--- src/sha_pkg.sv ---
// ----------------------------------------------------------------------------
// sha_pkg
// Shared types and constants for the SHA-256 stream hasher.
// ----------------------------------------------------------------------------
package sha_pkg;

  localparam int unsigned BlockWords = 16;
  localparam int unsigned ChainWords = 8;
  localparam int unsigned Rounds     = 64;

  localparam logic [7:0] PadMarker = 8'h80;
  localparam logic [5:0] LenStart  = 6'd56;

  typedef logic [ChainWords-1:0][31:0] chain_t;

  // Control from the sequencer to the compression core.
  typedef struct packed {
    logic start;  // compress the buffered block
    logic init;   // load the initial hash values
  } core_ctl_t;

  // Status from the compression core.
  typedef struct packed {
    logic busy;
    logic done;
  } core_sts_t;

  localparam logic [31:0] InitHash [ChainWords] = '{
    32'h6a09e667, 32'hbb67ae85, 32'h3c6ef372, 32'ha54ff53a,
    32'h510e527f, 32'h9b05688c, 32'h1f83d9ab, 32'h5be0cd19
  };

  localparam logic [31:0] RoundK [Rounds] = '{
    32'h428a2f98, 32'h71374491, 32'hb5c0fbcf, 32'he9b5dba5,
    32'h3956c25b, 32'h59f111f1, 32'h923f82a4, 32'hab1c5ed5,
    32'hd807aa98, 32'h12835b01, 32'h243185be, 32'h550c7dc3,
    32'h72be5d74, 32'h80deb1fe, 32'h9bdc06a7, 32'hc19bf174,
    32'he49b69c1, 32'hefbe4786, 32'h0fc19dc6, 32'h240ca1cc,
    32'h2de92c6f, 32'h4a7484aa, 32'h5cb0a9dc, 32'h76f988da,
    32'h983e5152, 32'ha831c66d, 32'hb00327c8, 32'hbf597fc7,
    32'hc6e00bf3, 32'hd5a79147, 32'h06ca6351, 32'h14292967,
    32'h27b70a85, 32'h2e1b2138, 32'h4d2c6dfc, 32'h53380d13,
    32'h650a7354, 32'h766a0abb, 32'h81c2c92e, 32'h92722c85,
    32'ha2bfe8a1, 32'ha81a664b, 32'hc24b8b70, 32'hc76c51a3,
    32'hd192e819, 32'hd6990624, 32'hf40e3585, 32'h106aa070,
    32'h19a4c116, 32'h1e376c08, 32'h2748774c, 32'h34b0bcb5,
    32'h391c0cb3, 32'h4ed8aa4a, 32'h5b9cca4f, 32'h682e6ff3,
    32'h748f82ee, 32'h78a5636f, 32'h84c87814, 32'h8cc70208,
    32'h90befffa, 32'ha4506ceb, 32'hbef9a3f7, 32'hc67178f2
  };

endpackage

--- src/sha_blkbuf.sv ---
// ----------------------------------------------------------------------------
// sha_blkbuf
// 64-byte message block buffer: 16 x 32-bit words, byte writes, one
// registered read port.
// ----------------------------------------------------------------------------
module sha_blkbuf
  import sha_pkg::*;
(
  input  logic        clk_i,
  input  logic        wr_en_i,
  input  logic [5:0]  wr_pos_i,   // byte position, 0 is the first byte
  input  logic [7:0]  wr_data_i,
  input  logic [3:0]  rd_addr_i,
  output logic [31:0] rd_data_o
);

  logic [31:0] mem_q [BlockWords];
  logic [1:0]  lane;

  // big-endian: byte 0 of a word is its top lane
  assign lane = ~wr_pos_i[1:0];

  always_ff @(posedge clk_i) begin
    if (wr_en_i) begin
      mem_q[wr_pos_i[5:2]][{lane, 3'b000} +: 8] <= wr_data_i;
    end
  end

  always_ff @(posedge clk_i) begin
    rd_data_o <= mem_q[rd_addr_i];
  end

endmodule

--- src/sha_core.sv ---
// ----------------------------------------------------------------------------
// sha_core
// SHA-256 compression, one round per cycle. Message words 0..15 are read
// from the block buffer; later words come from a 16-word schedule window.
// ----------------------------------------------------------------------------
module sha_core
  import sha_pkg::*;
(
  input  logic        clk_i,
  input  logic        rst_ni,
  input  core_ctl_t   ctl_i,
  output logic [3:0]  rd_addr_o,
  input  logic [31:0] rd_data_i,
  output core_sts_t   sts_o,
  output chain_t      chain_o
);

  typedef enum logic [3:0] {
    CIdle  = 4'b0001,
    CLoad  = 4'b0010,
    CRound = 4'b0100,
    CFinal = 4'b1000
  } core_state_e;

  core_state_e state_q, state_d;
  logic [5:0]  rnd_q;
  chain_t      chain_q;
  logic [31:0] v_q [ChainWords];
  logic [31:0] w_q [BlockWords];
  logic [31:0] w_t, t1, t2;

  function automatic logic [31:0] rotr(input logic [31:0] x, input int unsigned n);
    rotr = (x >> n) | (x << (32 - n));
  endfunction

  always_comb begin
    if (rnd_q[5:4] == 2'b00) begin
      w_t = rd_data_i;
    end else begin
      w_t = w_q[0] + (rotr(w_q[1], 7) ^ rotr(w_q[1], 18) ^ (w_q[1] >> 3))
          + w_q[9] + (rotr(w_q[14], 17) ^ rotr(w_q[14], 19) ^ (w_q[14] >> 10));
    end
    t1 = v_q[7] + (rotr(v_q[4], 6) ^ rotr(v_q[4], 11) ^ rotr(v_q[4], 25))
       + ((v_q[4] & v_q[5]) ^ (~v_q[4] & v_q[6])) + RoundK[rnd_q] + w_t;
    t2 = (rotr(v_q[0], 2) ^ rotr(v_q[0], 13) ^ rotr(v_q[0], 22))
       + ((v_q[0] & v_q[1]) ^ (v_q[0] & v_q[2]) ^ (v_q[1] & v_q[2]));
  end

  // word 0 is fetched in the load cycle, word t+1 during round t
  assign rd_addr_o = (state_q == CLoad) ? 4'd0 : rnd_q[3:0] + 4'd1;

  always_comb begin
    state_d = state_q;
    unique case (state_q)
      CIdle:  if (ctl_i.start) state_d = CLoad;
      CLoad:  state_d = CRound;
      CRound: if (rnd_q == 6'(Rounds - 1)) state_d = CFinal;
      CFinal: state_d = CIdle;
      default: state_d = CIdle;
    endcase
  end

  always_ff @(posedge clk_i or negedge rst_ni) begin
    if (!rst_ni) begin
      state_q <= CIdle;
      rnd_q   <= '0;
      for (int i = 0; i < ChainWords; i++) chain_q[i] <= InitHash[i];
    end else begin
      state_q <= state_d;
      if (state_q == CLoad) begin
        rnd_q <= '0;
      end else if (state_q == CRound) begin
        rnd_q <= rnd_q + 6'd1;
      end
      if (ctl_i.init) begin
        for (int i = 0; i < ChainWords; i++) chain_q[i] <= InitHash[i];
      end else if (state_q == CFinal) begin
        for (int i = 0; i < ChainWords; i++) chain_q[i] <= chain_q[i] + v_q[i];
      end
    end
  end

  always_ff @(posedge clk_i) begin
    if (state_q == CLoad) begin
      for (int i = 0; i < ChainWords; i++) v_q[i] <= chain_q[i];
    end else if (state_q == CRound) begin
      v_q[7] <= v_q[6];
      v_q[6] <= v_q[5];
      v_q[5] <= v_q[4];
      v_q[4] <= v_q[3] + t1;
      v_q[3] <= v_q[2];
      v_q[2] <= v_q[1];
      v_q[1] <= v_q[0];
      v_q[0] <= t1 + t2;
      for (int i = 0; i < BlockWords - 1; i++) w_q[i] <= w_q[i + 1];
      w_q[BlockWords-1] <= w_t;
    end
  end

  assign sts_o.busy = (state_q != CIdle);
  assign sts_o.done = (state_q == CFinal);
  assign chain_o    = chain_q;

endmodule

--- src/sha256_stream_hasher.sv ---
// ----------------------------------------------------------------------------
// sha256_stream_hasher
// SHA-256 over a byte stream, digest returned as four 64-bit words.
// ----------------------------------------------------------------------------
// One request carries at most one message byte and may end the message. A
// byte is written into the block buffer memory when it is taken; the
// 64th byte of a block starts a compression (a load step, 64 rounds at
// one round per cycle through the shared round logic, a final step to
// fold the result into the chaining words), during which no request is
// taken. End of message triggers padding, written into the buffer one byte
// per cycle (p = 9 to 72 bytes, so one or two more compressions), after which
// the four digest words are offered, most significant first, one per cycle
// while the consumer takes them. The core holds the running chaining words;
// the message length counts bytes modulo 2^61. After the last digest word is
// taken the block is ready for a new message.
module sha256_stream_hasher
  import sha_pkg::*;
(
  input  logic        clk_i,
  input  logic        rst_ni,
  input  logic        in_valid_i,
  output logic        in_ready_o,
  input  logic [7:0]  data_byte_i,
  input  logic        byte_valid_i,
  input  logic        end_of_message_i,
  output logic        out_valid_o,
  input  logic        out_ready_i,
  output logic [63:0] digest_word_o,
  output logic [1:0]  word_index_o,
  output logic        last_word_o
);

  typedef enum logic [3:0] {
    StIdle = 4'b0001,   // taking requests
    StPad  = 4'b0010,   // writing padding bytes
    StComp = 4'b0100,   // compression running
    StOut  = 4'b1000    // offering digest words
  } top_state_e;

  top_state_e  state_q, state_d;
  logic [5:0]  fill_q, fill_d;       // bytes in the buffer
  logic [60:0] msg_q, msg_d;         // message length in bytes
  logic        pad_q, pad_d;         // end of message seen, padding due
  logic        mark_q, mark_d;       // 0x80 marker written
  logic        len_q, len_d;         // writing the length field
  logic [1:0]  idx_q, idx_d;

  logic        wr_en;
  logic [7:0]  wr_data;
  logic [3:0]  rd_addr;
  logic [31:0] rd_data;
  core_ctl_t   ctl;
  core_sts_t   sts;
  chain_t      chain;

  logic        in_acc, out_acc, len_now;
  logic [63:0] bit_len;
  logic [2:0]  len_sel;
  logic [7:0]  pad_byte;

  assign in_acc  = in_valid_i && in_ready_o;
  assign out_acc = out_valid_o && out_ready_i;

  // Padding byte: marker first, zeros up to position 56, then the
  // big-endian bit length in positions 56..63.
  assign bit_len = {msg_q, 3'b000};
  assign len_now = len_q || (mark_q && fill_q == LenStart);
  assign len_sel = ~fill_q[2:0];
  always_comb begin
    priority if (!mark_q) begin
      pad_byte = PadMarker;
    end else if (len_now) begin
      pad_byte = bit_len[{len_sel, 3'b000} +: 8];
    end else begin
      pad_byte = 8'h00;
    end
  end

  always_comb begin
    state_d   = state_q;
    fill_d    = fill_q;
    msg_d     = msg_q;
    pad_d     = pad_q;
    mark_d    = mark_q;
    len_d     = len_q;
    idx_d     = idx_q;
    wr_en     = 1'b0;
    wr_data   = data_byte_i;
    ctl.start = 1'b0;
    ctl.init  = 1'b0;
    unique case (state_q)
      StIdle: begin
        if (in_acc) begin
          pad_d = end_of_message_i;
          if (byte_valid_i) begin
            wr_en  = 1'b1;
            fill_d = fill_q + 6'd1;
            msg_d  = msg_q + 61'd1;
          end
          priority if (byte_valid_i && fill_q == 6'd63) begin
            ctl.start = 1'b1;
            state_d   = StComp;
          end else if (end_of_message_i) begin
            state_d = StPad;
          end else begin
            state_d = StIdle;
          end
        end
      end
      StPad: begin
        wr_en   = 1'b1;
        wr_data = pad_byte;
        fill_d  = fill_q + 6'd1;
        mark_d  = 1'b1;
        if (len_now) len_d = 1'b1;
        if (fill_q == 6'd63) begin
          ctl.start = 1'b1;
          state_d   = StComp;
        end
      end
      StComp: begin
        if (sts.done) begin
          priority if (len_q) state_d = StOut;
          else if (pad_q)     state_d = StPad;
          else                state_d = StIdle;
        end
      end
      StOut: begin
        if (out_acc) begin
          idx_d = idx_q + 2'd1;
          if (idx_q == 2'd3) begin
            ctl.init = 1'b1;
            fill_d   = '0;
            msg_d    = '0;
            pad_d    = 1'b0;
            mark_d   = 1'b0;
            len_d    = 1'b0;
            state_d  = StIdle;
          end
        end
      end
      default: state_d = StIdle;
    endcase
  end

  always_ff @(posedge clk_i or negedge rst_ni) begin
    if (!rst_ni) begin
      state_q <= StIdle;
      fill_q  <= '0;
      msg_q   <= '0;
      pad_q   <= 1'b0;
      mark_q  <= 1'b0;
      len_q   <= 1'b0;
      idx_q   <= '0;
    end else begin
      state_q <= state_d;
      fill_q  <= fill_d;
      msg_q   <= msg_d;
      pad_q   <= pad_d;
      mark_q  <= mark_d;
      len_q   <= len_d;
      idx_q   <= idx_d;
    end
  end

  sha_blkbuf u_blkbuf (
    .clk_i     (clk_i),
    .wr_en_i   (wr_en),
    .wr_pos_i  (fill_q),
    .wr_data_i (wr_data),
    .rd_addr_i (rd_addr),
    .rd_data_o (rd_data)
  );

  sha_core u_core (
    .clk_i     (clk_i),
    .rst_ni    (rst_ni),
    .ctl_i     (ctl),
    .rd_addr_o (rd_addr),
    .rd_data_i (rd_data),
    .sts_o     (sts),
    .chain_o   (chain)
  );

  assign in_ready_o    = (state_q == StIdle);
  assign out_valid_o   = (state_q == StOut);
  assign digest_word_o = {chain[{idx_q, 1'b0}], chain[{idx_q, 1'b1}]};
  assign word_index_o  = idx_q;
  assign last_word_o   = (idx_q == 2'd3);

`ifndef NO_ASSERTIONS
  // The core only runs while the sequencer waits for it.
  assert property (@(posedge clk_i) disable iff (!rst_ni)
    sts.busy |-> state_q == StComp)
    else $error("core busy outside compression state");

  // Finishing a digest leaves a clean message state.
  assert property (@(posedge clk_i) disable iff (!rst_ni)
    out_acc && last_word_o |=> fill_q == 6'd0 && msg_q == 61'd0 && !pad_q)
    else $error("message state not cleared after digest");

  // The length field occupies the last eight bytes of the block.
  assert property (@(posedge clk_i) disable iff (!rst_ni)
    state_q == StPad && len_q |-> fill_q >= LenStart)
    else $error("length field written below byte 56");

  // Digest words are only offered once padding completed.
  assert property (@(posedge clk_i) disable iff (!rst_ni)
    out_valid_o |-> len_q && mark_q)
    else $error("digest offered before padding finished");
`endif

endmodule

--- config.mk ---
export PLATFORM = sky130hd
export DESIGN_NAME = sha256_stream_hasher
export DESIGN_NICKNAME = d
export VERILOG_FILES = /design/src/sha_pkg.sv /design/src/sha_blkbuf.sv /design/src/sha_core.sv /design/src/sha256_stream_hasher.sv
export SDC_FILE = /design/constraint.sdc
export NUM_CORES = 2
export LEC_CHECK = 0
export BUFFER_PORTS_ARGS = -buffer_cell sky130_fd_sc_hd__buf_2
export CAP_MARGIN = 20
export CORE_MARGIN = 4
export CORE_UTILIZATION = 40
export CTS_CLUSTER_SIZE = 25
export DETAILED_ROUTE_END_ITERATION = 7
export PLACE_DENSITY_LB_ADDON = 0.15
export SYNTH_ARGS = -nofsm -noshare
export SYNTH_HDL_FRONTEND = slang
export SYNTH_SLANG_ARGS = --single-unit
--- constraint.sdc ---
create_clock -name clk_i -period 47.3 [get_ports clk_i]
set_input_delay 9.46 -clock clk_i [delete_from_list [all_inputs] [get_ports clk_i]]
set_output_delay 9.46 -clock clk_i [all_outputs]
set_load 0.01 [all_outputs]
==> results.ini <==
[outcome]
run_status=finished clean

[clock_tree]
cts_resized=0
tritoncts=built
htree_levels=4
cts_hold_buf=0
clockBufferDepth=3
cts.reportedPaths.clkPinSlew_ns=0.06
post-cts-setup-buffers=0
cts_num_sinks=1654
cts_root_buf=clkbuf_16
cts_buffers=186
clock_latency_ns=0.85

[yosys]
synth_top_area_cell=edfxtp_1
syn-instance-count=8268
ys_top_cells_by_area=edfxtp_1 (42%), nand2_1 (5.9%), ha_1 (5.6%), dfrtp_1 (5.6%), fa_1 (4.3%)
synth-main-ff-cell=edfxtp_1
synth-edff-count=1280
yosys.area.top_type_share_pct=42.2
synth-seq-cells=1654
yosys_warnings=0
postSynth.asyncResetShare_pct=20.7
syn_area_um2=91100
synth_fp_nets=8887
yosysSeqAreaShare_pct=52.5
syn_avg_cell_area_um2=11.0
ys_types=85

[layout]
final_common_cell=nand2_1
fin_area_um2=101000
fin_cells=11400
area_growth_syn_to_layout_pct=10.8
postLayoutCoreUtil_pct=44.8
drive_gt1_share_pct=9.47
final_cell_mix=nand2_1 (1433), edfxtp_1 (1280), a21oi_1 (549)
nets=8845

[setup_path]
reg2reg_slack_ns=35.76
r2r_start=u_core.w_q[3][85]
r2r-end=u_core.v_q[2][31]
slowest_stage=mux4_2
rr_worst_depth=43
cp_common_cell=buf_4
end_kind=primary output
worstPathRequired_ns=37.84
cp_cell_sequence=buf_4, buf_4, mux4_2, buf_2
criticalPathCategory=register to primary output
worstPathArrival_ns=3.49
start_kind=register
slowest_delay_ns=0.71
critPathMaxFanout=32

[die]
rows=174
dieHeight_um=485
fp.dieArea_um2=235000
start_util_pct=40.4
core_area_um2=226000
ioPinCount=83
die_w_um=485

[detailed_routing]
drt_iter0_drc=6368
postRouteAntennaNets=0
drc=0
num_vias=64300
viasPerCell=5.65
drt-pass1-iter-count=7
wirelength_um=287000
routedWlPerCell_um=25.2

[placed_design]
gp_congestion=0.962
dp_hpwl_um=207000
placed_cells=11000
numPortBuffers=82
place_area_um2=94700

[sta]
fin_crit_ns=12.95
rsz0062_at_grt=no
worst_slew_pin_slew_ns=1.19
slew_headroom_pct=20.9
fin_crit_sh_pct=27.4
slew_viol_final=0
report.final.setup_viol=0
fmax_mhz=77.2
finalHoldViolCount=0
tns_ns=0
skew_ns=0.0650

[global_route]
overflow=0
grt_pass1_wl_um=421000
grt_pass1_vias=61800
grt_max_degree=185
grtUsageTotal_pct=23.8
antenna_found_initial=9

[hold_path]
min_delay_worst_endpoint=u_core.w_q[2][94]
hold_path_depth=0
worstHoldStart=u_core.w_q[2][126]
min_path_type=register to register

[power_and_ir_drop]
power_density_nw_per_um2=30.1
ir_drop_v=0.0000308
leakage_nw=40.8
finalPower_mw=3.04

[job]
max-cap-violations=0

==> synth_stat cells, drive strengths merged (32+ instances only) <==
master and number:
o21ai 375, dfstp 138, o211ai 113, nor2b 69
or3 58, a311oi 70, ha 410, nor2 440
dfrtp 204, and2 145, xnor2 398, xor2 217
fa 195, nor3 73, nand3 121, mux4 84
inv 365, a31oi 103, a21o 162, nand2b 69
o31ai 36, edfxtp 1280, nand2 1438, mux2i 47
dfxtp 32, o21a 67, clkbuf 395, a21oi 549
o21bai 49, a211oi 207
==> worst max path at each step <==
stage                       from                end  slack [ns]  depth (start not counted)
2_1_floorplan  u_core.state_q[0]   u_core.w_q[0][0]       30.74                          7
3_3_place_gp         out_ready_i          msg_q[53]       34.54                         12
3_5_place_dp         out_ready_i          msg_q[53]       34.49                         12
4_1_cts          word_index_o[1]  digest_word_o[14]       34.26                          4
5_1_grt          word_index_o[1]  digest_word_o[15]       34.17                          4
6_report         word_index_o[1]  digest_word_o[14]       34.35                          4
==> kinds of logic (layout without fill, tap and decap cells) <==
kind of cell | count (synthesis) | after routing | synth area share [%]
AOI/OAI and AO/OA | 1889 | 1889 | 13.2
xor gates and xnor gates | 615 | 615 | 5.91
adders and majority gates | 623 | 623 | 10.1
buffers and inverters | 787 | 903 | 3.26
DFF | 1654 | 1654 | 52.5
muxes | 145 | 145 | 2.77
other | 0 | 3 | 0
and+or+nand+nor | 2555 | 2555 | 12.3
==> sequential cells by signal, indices dropped and copies added (netlist names) <==
signal	cells
pad_q	1
word_index_o	2
len_q	1
u_core.state_q	4
u_core.rnd_q	6
fill_q	6
u_core.v_q	256
u_blkbuf.rd_data_o	32
state_q	4
u_core.w_q	512
msg_q	61
u_blkbuf.mem_q	512
mark_q	1
u_core.chain_o	256
==> cell type report <==
type                    count  area, um2
diodes                      3       7.51
clock buffers             254       5150
clock inverters            92       1110
fillers                 21100     125000
inverters                 367       1390
multi-input cells        5827      40400
flip-flops and latches   1654      47800
well taps                2992       3740
repair buffers            190       1310
==> power breakdown <==
group	switching, mW	internal [mW]	total, mW
logic	0.00697	0.000843	0.00783
clock network	0.622	0.858	1.48
registers	0.00000000000000000657	1.55	1.55
==> critical path: cells and delay by family, from the launching register on <==
family	cells	cell delay (ns)
buffers and inverters	3	1.35
flip-flops	1	0.49
multiplexers	1	0.71
==> through the flow <==
stage / setup WS [ns] / hold slack (ns)
6_report: 34.35 / 0.401
5_1_grt: 34.17 / 0.404
4_1_cts: 34.26 / 0.397
3_5_place_dp: 34.49 / 0.405
3_3_place_gp: 34.54 / 0.400
2_1_floorplan: 30.74 / 0.400
==> routing by layer <==
layer	wire (um)	global-route usage (%)	vias up
met4	9850	7.73	2
li1	-	-	29600
met3	18500	3.47	399
met5	11	0	-
met2	126000	36.0	2242
met1	133000	35.2	32100
Note: power is estimated with default switching activity, not from simulation.
